### src/fac_pkg.sv
`default_nettype none
package fac_pkg;

    localparam int STORE_DEPTH = 16;
    localparam int ADDR_W      = $clog2(STORE_DEPTH);
    localparam int NIB_W       = 4;
    localparam int BYTE_W      = 8;

    typedef enum logic [NIB_W-1:0] {
        OP_LDA  = 4'h1,
        OP_LDB  = 4'h2,
        OP_ADD  = 4'h3,
        OP_SUB  = 4'h4,
        OP_MOV  = 4'h5,
        OP_JMP  = 4'h6,
        OP_JZ   = 4'h7,
        OP_JC   = 4'h8,
        OP_HALT = 4'h9
    } t_opcode;

    typedef enum logic {
        ACT_WRITE = 1'b0,
        ACT_STEP  = 1'b1
    } t_action;

    typedef struct packed {
        logic [NIB_W-1:0]  acc_a;
        logic [NIB_W-1:0]  reg_b;
        logic [ADDR_W-1:0] pc;
        logic              carry;
        logic              zero;
        logic              halt;
        logic              bad;
    } t_result;

    typedef struct packed {
        logic              en;
        logic [ADDR_W-1:0] addr;
        logic [BYTE_W-1:0] data;
    } t_store_wr;

endpackage
`default_nettype wire

### src/fac_store.sv
`default_nettype none
module fac_store
    import fac_pkg::*;
(
    input  wire logic              i_clk,
    input  wire logic              i_rst_n,
    input  wire t_store_wr         i_wr,
    input  wire logic [ADDR_W-1:0] i_rd_addr,
    output logic      [BYTE_W-1:0] o_rd_data
);

    logic [BYTE_W-1:0]      r_mem [STORE_DEPTH];
    logic [STORE_DEPTH-1:0] r_valid;
    logic [BYTE_W-1:0]      r_rd_data;

    always_ff @(posedge i_clk) begin
        if (i_wr.en) begin
            r_mem[i_wr.addr] <= i_wr.data;
        end
    end

    always_ff @(posedge i_clk) begin
        if (!i_rst_n) begin
            r_valid <= '0;
        end else if (i_wr.en) begin
            r_valid[i_wr.addr] <= 1'b1;
        end
    end

    // Write-first: a write to the entry being read is forwarded.
    always_ff @(posedge i_clk) begin
        if (!i_rst_n) begin
            r_rd_data <= '0;
        end else if (i_wr.en && (i_wr.addr == i_rd_addr)) begin
            r_rd_data <= i_wr.data;
        end else if (r_valid[i_rd_addr]) begin
            r_rd_data <= r_mem[i_rd_addr];
        end else begin
            r_rd_data <= '0;
        end
    end

    assign o_rd_data = r_rd_data;

endmodule
`default_nettype wire

### src/fac_core.sv
`default_nettype none
module fac_core
    import fac_pkg::*;
(
    input  wire logic              i_clk,
    input  wire logic              i_rst_n,
    input  wire logic              i_step,
    input  wire logic [BYTE_W-1:0] i_instr,
    output logic      [ADDR_W-1:0] o_fetch_addr,
    output t_result                o_result
);

    logic [NIB_W-1:0]  r_a, n_a;
    logic [NIB_W-1:0]  r_b, n_b;
    logic [ADDR_W-1:0] r_pc, n_pc;
    logic              r_c, n_c;
    logic              r_z, n_z;
    logic              r_halt, n_halt;
    logic              r_bad, n_bad;

    logic [NIB_W:0]    w_sum;
    logic [NIB_W:0]    w_diff;
    logic [NIB_W-1:0]  w_imm;

    assign w_sum  = {1'b0, r_a} + {1'b0, r_b};
    assign w_diff = {1'b0, r_a} - {1'b0, r_b};
    assign w_imm  = i_instr[NIB_W-1:0];

    always_comb begin
        n_a    = r_a;
        n_b    = r_b;
        n_pc   = r_pc;
        n_c    = r_c;
        n_z    = r_z;
        n_halt = r_halt;
        n_bad  = r_bad;
        if (i_step && !r_halt) begin
            n_pc = r_pc + 1'b1;
            case (t_opcode'(i_instr[BYTE_W-1:NIB_W]))
                OP_LDA: begin
                    n_a = w_imm;
                end
                OP_LDB: begin
                    n_b = w_imm;
                end
                OP_ADD: begin
                    n_a = w_sum[NIB_W-1:0];
                    n_c = w_sum[NIB_W];
                    n_z = (w_sum[NIB_W-1:0] == '0);
                end
                OP_SUB: begin
                    n_a = w_diff[NIB_W-1:0];
                    n_c = w_diff[NIB_W];
                    n_z = (w_diff[NIB_W-1:0] == '0);
                end
                OP_MOV: begin
                    n_b = r_a;
                end
                OP_JMP: begin
                    n_pc = w_imm[ADDR_W-1:0];
                end
                OP_JZ: begin
                    if (r_z) begin
                        n_pc = w_imm[ADDR_W-1:0];
                    end
                end
                OP_JC: begin
                    if (r_c) begin
                        n_pc = w_imm[ADDR_W-1:0];
                    end
                end
                OP_HALT: begin
                    n_halt = 1'b1;
                end
                default: begin
                    n_halt = 1'b1;
                    n_bad  = 1'b1;
                end
            endcase
        end
    end

    always_ff @(posedge i_clk) begin
        if (!i_rst_n) begin
            r_a    <= '0;
            r_b    <= '0;
            r_pc   <= '0;
            r_c    <= 1'b0;
            r_z    <= 1'b0;
            r_halt <= 1'b0;
            r_bad  <= 1'b0;
        end else begin
            r_a    <= n_a;
            r_b    <= n_b;
            r_pc   <= n_pc;
            r_c    <= n_c;
            r_z    <= n_z;
            r_halt <= n_halt;
            r_bad  <= n_bad;
        end
    end

    // The store is read at the next counter value, so the following
    // instruction is ready in the next cycle.
    assign o_fetch_addr = n_pc;

    always_comb begin
        o_result.acc_a = n_a;
        o_result.reg_b = n_b;
        o_result.pc    = n_pc;
        o_result.carry = n_c;
        o_result.zero  = n_z;
        o_result.halt  = n_halt;
        o_result.bad   = n_bad;
    end

endmodule
`default_nettype wire

### src/fac_skid.sv
`default_nettype none
module fac_skid
    import fac_pkg::*;
(
    input  wire logic    i_clk,
    input  wire logic    i_rst_n,
    input  wire logic    i_push,
    input  wire t_result i_data,
    input  wire logic    i_out_stall,
    output logic         o_out_valid,
    output t_result      o_out_data,
    output logic         o_in_stall
);

    logic    r_main_valid;
    logic    r_skid_valid;
    t_result r_main;
    t_result r_skid;
    logic    w_free;

    assign w_free = !r_main_valid || !i_out_stall;

    always_ff @(posedge i_clk) begin
        if (!i_rst_n) begin
            r_main_valid <= 1'b0;
            r_skid_valid <= 1'b0;
        end else if (w_free) begin
            r_main_valid <= r_skid_valid || i_push;
            r_skid_valid <= 1'b0;
        end else if (i_push) begin
            r_skid_valid <= 1'b1;
        end
    end

    always_ff @(posedge i_clk) begin
        if (w_free) begin
            if (r_skid_valid) begin
                r_main <= r_skid;
            end else if (i_push) begin
                r_main <= i_data;
            end
        end else if (i_push) begin
            r_skid <= i_data;
        end
    end

    assign o_out_valid = r_main_valid;
    assign o_out_data  = r_main;
    assign o_in_stall  = r_skid_valid;

endmodule
`default_nettype wire

### src/four_bit_accumulator_cpu.sv
// Four-bit accumulator CPU with a sixteen-byte program store.
// Input channel: i_in_valid / o_in_stall carries one transaction with
// i_action, i_address and i_data. A write transaction stores i_data at
// i_address; a step transaction executes the instruction at the program
// counter. Output channel: o_out_valid / i_out_stall returns one transaction
// per input transaction with the register and flag state after it.
// Each result is registered in the skid buffer, and one transaction is
// accepted every cycle while o_in_stall is low. The instruction at the next
// program counter is read from the store in the same cycle that an instruction
// executes, with writes to that entry forwarded, so steps run back to back.
// When the receiver stalls, one more result is held in a skid stage and
// o_in_stall rises only once that stage is full. Reset clears the registers,
// flags and store valid bits, so unwritten entries read as zero; no clearing
// pass is needed and a transaction can be accepted right after reset.
`default_nettype none
module four_bit_accumulator_cpu
    import fac_pkg::*;
(
    input  wire logic              i_clk,
    input  wire logic              i_rst_n,
    input  wire logic              i_in_valid,
    output logic                   o_in_stall,
    input  wire logic              i_action,
    input  wire logic [ADDR_W-1:0] i_address,
    input  wire logic [BYTE_W-1:0] i_data,
    output logic                   o_out_valid,
    input  wire logic              i_out_stall,
    output logic      [NIB_W-1:0]  o_acc_a,
    output logic      [NIB_W-1:0]  o_reg_b,
    output logic      [ADDR_W-1:0] o_prog_counter,
    output logic                   o_carry_out,
    output logic                   o_zero_out,
    output logic                   o_halted_out,
    output logic                   o_bad_opcode
);

    logic              w_accept;
    logic              w_step;
    t_store_wr         w_wr;
    logic [ADDR_W-1:0] w_fetch_addr;
    logic [BYTE_W-1:0] w_instr;
    t_result           w_res;
    t_result           w_out;

    assign w_accept = i_in_valid && !o_in_stall;
    assign w_step   = w_accept && (t_action'(i_action) == ACT_STEP);

    always_comb begin
        w_wr.en   = w_accept && (t_action'(i_action) == ACT_WRITE);
        w_wr.addr = i_address;
        w_wr.data = i_data;
    end

    fac_store u_store (
        .i_clk     (i_clk),
        .i_rst_n   (i_rst_n),
        .i_wr      (w_wr),
        .i_rd_addr (w_fetch_addr),
        .o_rd_data (w_instr)
    );

    fac_core u_core (
        .i_clk        (i_clk),
        .i_rst_n      (i_rst_n),
        .i_step       (w_step),
        .i_instr      (w_instr),
        .o_fetch_addr (w_fetch_addr),
        .o_result     (w_res)
    );

    fac_skid u_skid (
        .i_clk       (i_clk),
        .i_rst_n     (i_rst_n),
        .i_push      (w_accept),
        .i_data      (w_res),
        .i_out_stall (i_out_stall),
        .o_out_valid (o_out_valid),
        .o_out_data  (w_out),
        .o_in_stall  (o_in_stall)
    );

    assign o_acc_a        = w_out.acc_a;
    assign o_reg_b        = w_out.reg_b;
    assign o_prog_counter = w_out.pc;
    assign o_carry_out    = w_out.carry;
    assign o_zero_out     = w_out.zero;
    assign o_halted_out   = w_out.halt;
    assign o_bad_opcode   = w_out.bad;

    a_stall_needs_result: assert property (@(posedge i_clk) disable iff (!i_rst_n)
        o_in_stall |-> o_out_valid)
        else $error("input stalled with no result waiting");

    a_bad_implies_halt: assert property (@(posedge i_clk) disable iff (!i_rst_n)
        w_accept && w_res.bad |-> w_res.halt)
        else $error("bad opcode mark without halt");

    a_halt_freezes_pc: assert property (@(posedge i_clk) disable iff (!i_rst_n)
        w_accept && $past(w_accept) && $past(w_res.halt) && $past(i_rst_n)
        |-> (w_res.pc == $past(w_res.pc)) && w_res.halt)
        else $error("program counter moved while halted");

endmodule
`default_nettype wire
### config.mk
export PLATFORM = sky130hd
export DESIGN_NAME = four_bit_accumulator_cpu
export DESIGN_NICKNAME = d
export VERILOG_FILES = /design/src/fac_pkg.sv /design/src/fac_store.sv /design/src/fac_core.sv /design/src/fac_skid.sv /design/src/four_bit_accumulator_cpu.sv
export SDC_FILE = /design/constraint.sdc
export NUM_CORES = 1
export LEC_CHECK = 0
export BUFFER_PORTS_ARGS = -buffer_cell sky130_fd_sc_hd__buf_2
export CORE_ASPECT_RATIO = 0.7
export CORE_MARGIN = 4
export CORE_UTILIZATION = 55
export CTS_CLUSTER_DIAMETER = 120
export DETAILED_ROUTE_END_ITERATION = 8
export GPL_TIMING_DRIVEN = 0
export PLACE_DENSITY = 0.84
export SETUP_SLACK_MARGIN = 0.05
export SLEW_MARGIN = 20
export SYNTH_ARGS = -nofsm -noshare
export SYNTH_HDL_FRONTEND = slang
export SYNTH_SLANG_ARGS = --single-unit
### constraint.sdc
create_clock -name i_clk -period 2.9 [get_ports i_clk]
set_input_delay 0.29 -clock i_clk [delete_from_list [all_inputs] [get_ports i_clk]]
set_output_delay 0.29 -clock i_clk [all_outputs]
set_load 0.03 [all_outputs]
==> out/qor.csv, run 1 <==
metric,value,unit
r2r-start,u_store.o_rd_data[6]$_SDFF_PN0_,
critical_path.reg2reg.endpoint,u_store.o_rd_data[6]$_SDFF_PN0_,
cts.sinks,202,
slew_viol_final,0,
p_leak,3.676,nW
critPathKind,reg2reg,
path_clk_slew,70,ps
synth.avg_cell_area,12.46,um^2
final-instance-count-excl-fill,983,
synth.area.top_cells,"edfxtp_1 55%, dfxtp_1 9.7%, a21oi_1 4.2%",
violations,negative setup slack,
ys_types,65,
powerDensity,652.7,nW/um^2
fmaxAchievable,334.4,MHz
rrSetupSlack,-90,ps
grt_max_degree,18,
ant_nets,0,
p_comb_share,16.1,%
cts_tree,built,
maxCapViolCount,0,
drive_above_1_share,25.03,%
grt_setup_unrepaired,true,
critPathLaunchType,flop,
end_kind,flop,
worst_pin_slew,957.7,ps
period_minus_slack,2990,ps
synth_top_cell_by_area,edfxtp_1,
ff_latch_area,5652,um^2
critPathRequiredTime,3320,ps
numCtsBuffers,20,
drcViolationCount,0,
cts-root-buf,clkbuf_16,
power,0.006664,W
ys_seq_elements,202,
die-area,17850,um^2
multi_input_area,2972,um^2
p_int,0.004935,W
core,15450,um^2
dr.pass1.iters,6,
vias,6248,
grt_first_pass_wirelength,33870,um
seqPwrFrac,48.5,%
fin_ws,-90.14,ps
min_path_cells,2,
synthArstFlopShare,0,%
cts_hold_buf,0,
grt_overflow,0,
fp.dieW,158.0,um
hp-class,in2reg,
drt_iter0_drc,923,
min_from,i_rst_n,
io_pins,35,
finalHoldViolations,0,
antenna_found_initial,0,
period_share,103.1,%
relSlewSlack,35.92,%
vias_per_cell,6.356,
yosys_warnings,0,
crit_arrival,3410,ps
synth_edf_count,160,
area_growth,17.90,%
crit_fanout,10,
yosys_most_used_dff,edfxtp_1,
routed_wl,23040,um
dpl.cell_count,927,
p_switching,0.001729,W
synth_top_area_share,55.48,%
clkLatencyLatePin,490,ps
grt_pass1_vias,6065,
row_count,38,
setup_total_negative_slack,-610.0,ps
whs_endpoint,u_core.r_a[3]$_SDFF_PN0_,
routabilityCongestion,0.9618,
antenna_cells,0,
initial_core_util,56.04,%
power_frac_clock,35.4,%
seq_area_frac_synth,65.19,%
fill_cells,1024,
layout.nets,797,
swShare,25.95,%
rr_worst_depth,14,
syn_nets,723,
cts-htree-levels,1,
post_drt_wl_per_cell,23.44,um
dpl.hpwl,15220,um
netlist_instances,695,
port-buffer-count,32,
clk_path_buf_depth,3,
vdd_drop_max,0.5021,mV
syn-cell-area,8660,um^2
die_y,113.0,um
grt_util_all_layers,24.80,%
status,finished with violations,
setup-violations-final,8,
finClkSkew,13.09,ps
[critical path, cell delays in order, from the launching register on]
cell      delay [ps]
dfxtp_1          370
buf_6            160
and4b_1          250
a211oi_4          70
buf_4            160
buf_4            160
a21o_1           180
a211oi_2         300
inv_2            100
buf_6            160
xnor2_1          230
nand4_1          200
buf_4            190
nor2_4           200
a32o_2           180
[worst max-delay path by stage]
stage                                               start                         endpoint  slack, ps  cells after the start
after floorplan           u_store.o_rd_data[4]$_SDFF_PN0_  u_store.o_rd_data[0]$_SDFF_PN0_        200                     12
after global placement    u_store.o_rd_data[4]$_SDFF_PN0_  u_store.o_rd_data[3]$_SDFF_PN0_       -250                     10
after detailed placement  u_store.o_rd_data[4]$_SDFF_PN0_  u_store.o_rd_data[3]$_SDFF_PN0_       -340                     10
after CTS                 u_store.o_rd_data[6]$_SDFF_PN0_  u_store.o_rd_data[3]$_SDFF_PN0_         50                     13
after global routing      u_store.o_rd_data[6]$_SDFF_PN0_  u_store.o_rd_data[0]$_SDFF_PN0_       -170                     14
final                     u_store.o_rd_data[6]$_SDFF_PN0_  u_store.o_rd_data[6]$_SDFF_PN0_        -90                     14
[sequential cells by signal, indices dropped and copies added (netlist names)]
| register | cells |
|---|---|
| u_core.r_c | 1 |
| u_store.r_mem | 128 |
| u_store.r_valid | 16 |
| u_core.r_a | 4 |
| u_skid.o_out_valid | 1 |
| u_store.o_rd_data | 8 |
| u_skid.o_in_stall | 1 |
| u_core.r_halt | 1 |
| u_core.r_pc | 4 |
| u_core.r_b | 4 |
| u_skid.r_skid | 16 |
| u_core.r_z | 1 |
| u_core.r_bad | 1 |
| u_skid.o_out_data | 16 |
[power groups by stage]
stage	clock, W	combinational (W)	sequential [W]
floorplan	0	0.000523	0.00332
global placement	0	0.000808	0.00329
detailed placement	0	0.000844	0.00329
CTS	0.00236	0.000903	0.00323
global route	0.00250	0.00113	0.00324
finish	0.00236	0.00107	0.00323
[per-stage QoR]
step	hold WS [ps]	worst slack [ps]	area, um^2	util [%]
after global placement	447.0	-245.9	9070	58.70
after floorplan	388.9	195.5	8660	-
after detailed placement	457.0	-342.2	9096	58.87
after CTS	82.96	49.12	9854	63.77
final	90.82	-90.14	10210	66.07
after global routing	86.93	-167.0	10210	66.07
[layout make-up]
class | instances | area share [%]
Clock buffer | 31 | 5.515
Timing Repair Buffer | 52 | 3.554
Tap cell | 200 | 2.451
Sequential cell | 202 | 55.36
Inverter | 17 | 0.7721
Buffer | 41 | 3.027
Multi-Input combinational cell | 435 | 29.11
Clock inverter | 5 | 0.2206
[cells in the final DEF (no fill, tap or decap), types with 12 or more instances in the layout]
cell type | netlist | layout
a211o_1 | 16 | 16
a21oi_1 | 72 | 55
a21oi_2 | 7 | 22
a221oi_1 | 17 | 12
buf_2 | 10 | 39
buf_4 | 4 | 18
clkbuf_1 | 19 | 17
clkbuf_16 | 0 | 24
dfxtp_1 | 42 | 39
edfxtp_1 | 160 | 160
inv_1 | 14 | 13
mux2_2 | 12 | 12
nand2_1 | 87 | 87
nor2_1 | 67 | 66
o21ai_0 | 17 | 17
[repair_timing]
action,CTS,global route
resized for setup,32,61
setup buffers,9,8
setup endpoints to repair,8,8
gates cloned,0,3
pin swaps,7,13
endpoints found under the hold margin,0,0
[routing by layer]
layer  global-route usage, %  up-vias  routed length (um)
met5                       0        -                   0
met3                   6.193       63                2821
met4                   6.534        0                 599
met1                   35.99     3045                9241
li1                        -     2744                   -
met2                   37.90      396               10380
[kinds of logic (layout without fill, tap and decap cells)]
kind of cell | Yosys count | after routing | synth area share [%]
simple gates | 215 | 215 | 11.52
mux | 20 | 20 | 2.543
flops | 202 | 202 | 65.19
compound gates | 182 | 182 | 14.85
buf+inv | 58 | 146 | 3.424
xor+xnor | 7 | 7 | 0.7080
fa+ha+maj | 11 | 11 | 1.763
[cells in the mapped netlist (6+ instances only)]
master and count:
a221oi_1 17, and2_1 12, xnor2_1 6, buf_2 10
inv_1 14, clkbuf_1 19, a22oi_1 20, mux2_2 12
mux2i_1 7, ha_1 9, o21ai_0 17, a32o_1 10
a21oi_2 7, a211o_1 16, nor2_1 67, dfxtp_1 42
nor3_1 12, a21oi_1 72, nand2_1 87, edfxtp_1 160
buf_6 6, nand2b_1 10
No activity file was read; power rests on OpenSTA's default activity.
==> run 2, diff against run 1 <==
--- a/config.mk
+++ b/config.mk
@@ -12,9 +12,8 @@
 export CTS_CLUSTER_DIAMETER = 120
 export DETAILED_ROUTE_END_ITERATION = 8
 export GPL_TIMING_DRIVEN = 0
-export PLACE_DENSITY = 0.84
+export PLACE_DENSITY = 0.75
 export SETUP_SLACK_MARGIN = 0.05
-export SLEW_MARGIN = 20
 export SYNTH_ARGS = -nofsm -noshare
 export SYNTH_HDL_FRONTEND = slang
 export SYNTH_SLANG_ARGS = --single-unit
==> run 2 against run 1 <==
  * The run now ends clean
  * Non-clock buffer count is 1 higher
  * Maximum frequency up 3.5%
  * Clock power is 8% higher
  * Combinational power is essentially flat
  * Critical path depth unchanged
  * Utilization rose by 0.56 points
  * Sequential share of layout area shrank 0.44 points
  * Setup slack better by 100 ps
  * Clock-buffer cell count shrank 4
==> out/qor.csv, run 2 (synthesized netlist as in run 1, its figures left out) <==
metric,value,unit
dpl.hpwl,15050,um
vias_per_cell,6.271,
setup-violations-final,0,
largest_reg_flops,128,
vdd_drop_max,0.3956,mV
period_share,99.62,%
regMostFlops,u_store.r_mem,
cts-root-buf,clkbuf_16,
fmaxAchievable,346.2,MHz
cts-htree-levels,1,
p_switching,0.001780,W
critPathLaunchType,flop,
power,0.006866,W
grt_pass1_vias,5904,
routed_wl,22610,um
routabilityCongestion,0.9265,
die_y,113.0,um
relSlewSlack,29.19,%
swShare,25.93,%
crit_arrival,3310,ps
maxCapViolCount,0,
cts_hold_buf,0,
finalHoldViolations,0,
seqPwrFrac,47.1,%
post_drt_wl_per_cell,23.00,um
layout.nets,798,
power_frac_clock,37.2,%
final_common_cell,edfxtp_1,
finClkSkew,17.72,ps
ff_latch_area,5654,um^2
cts_tree,built,
antenna_found_initial,0,
grt_overflow,0,
vias,6164,
die-area,17850,um^2
io_pins,35,
p_comb_share,15.8,%
final_cell_mix,"160 x edfxtp_1, 87 x nand2_1, 67 x nor2_1",
area_growth,18.90,%
antenna_cells,0,
end_kind,flop,
fin_hold_ws,81.65,ps
grt_setup_unrepaired,true,
ant_nets,0,
port-buffer-count,32,
critPathKind,reg2reg,
grt_max_degree,18,
min_path_cells,2,
slew_viol_final,0,
worst_pin_slew,1058,ps
grt_util_all_layers,25.47,%
dr.pass1.iters,6,
cts.sinks,202,
drt_iter0_drc,952,
fill_cells,1042,
p_leak,3.716,nW
numCtsBuffers,20,
path_clk_slew,60,ps
status,"finished, final reports clean",
drive_above_1_share,25.80,%
fp.dieW,158.0,um
grt_first_pass_wirelength,34440,um
clk_path_buf_depth,3,
multi_input_area,3032,um^2
row_count,38,
crit_fanout,10,
hp-class,in2reg,
clkLatencyLatePin,500,ps
period_minus_slack,2889,ps
powerDensity,666.8,nW/um^2
core,15450,um^2
rr_worst_depth,14,
critPathRequiredTime,3330,ps
drcViolationCount,0,
initial_core_util,56.04,%
p_int,0.005085,W
[run 2: changes by cell type in the layout (fill, tap and decap cells not counted), moves of 4 or more]
cell      change
buf_8         -4
buf_6         +4
clkbuf_1      -4
a221oi_1      -6
[run 2: area by class of cell]
type	instances	area share (%)
sequential	202	54.92
timing repair buffer	53	3.330
tap	200	2.430
clock buffer	27	5.213
multi-input combinational	435	29.44
inverter	17	0.7170
buffer	41	2.904
clock inverter	8	1.045
[run 2: path summary, 6_finish.rpt]
kind | startpoint | endpoint | slack (ps)
hold / removal | i_rst_n | u_core.r_a[3]$_SDFF_PN0_ | 80
setup reg to reg | u_store.o_rd_data[6]$_SDFF_PN0_ | u_store.o_rd_data[3]$_SDFF_PN0_ | 10
hold reg to reg | u_store.r_valid[15]$_SDFFE_PN0P_ | u_store.r_valid[15]$_SDFFE_PN0P_ | 470
setup / recovery | u_store.o_rd_data[6]$_SDFF_PN0_ | u_store.o_rd_data[3]$_SDFF_PN0_ | 10
[run 2: layer usage]
metal	track usage, %	vias to the layer above	wire (um)
met2	36.57	351	9743
met4	5.341	0	505
met1	39.84	3011	9586
met5	0	-	0
li1	-	2741	-
met3	6.193	61	2772
[run 2: timing repair]
| item | 4_1_cts | 5_1_grt |
|---|---|---|
| pin swaps | 8 | 15 |
| resized for setup | 59 | 33 |
| buffers inserted | 8 | 11 |
| gates cloned | 0 | 1 |
| endpoints found under the setup margin | 8 | 8 |
[run 2: stage by stage]
step                      utilization [%]  area, um^2  setup TNS, ps  instances  setup WS [ps]
after floorplan                         -        8660              0        695          195.5
after CTS                           64.84       10020              0        970          65.76
after global routing                66.63       10300         -559.1        983         -79.44
final                               66.63       10300              0        983          11.16
after detailed placement            58.73        9075          -3122        927         -499.5
after global placement              58.70        9070          -2297        927         -359.5
[run 2: power by group through the flow]
stage               Combinational, W  Clock, W  Sequential [W]
floorplan                   0.000523         0         0.00332
global placement            0.000833         0         0.00329
detailed placement          0.000859         0         0.00329
CTS                         0.000957   0.00256         0.00323
global route                 0.00115   0.00270         0.00324
finish                       0.00108   0.00255         0.00323
[run 2: critical path, stage by stage (launching register included)]
cell and delay (ps):
dfxtp_1 380, buf_6 160, and4b_1 260, a211oi_4 50
buf_6 140, buf_4 130, a21o_1 210, a211oi_4 250
inv_1 100, buf_4 190, xnor2_1 160, nand4_1 180
buf_4 190, nor2_4 210, a32o_1 190
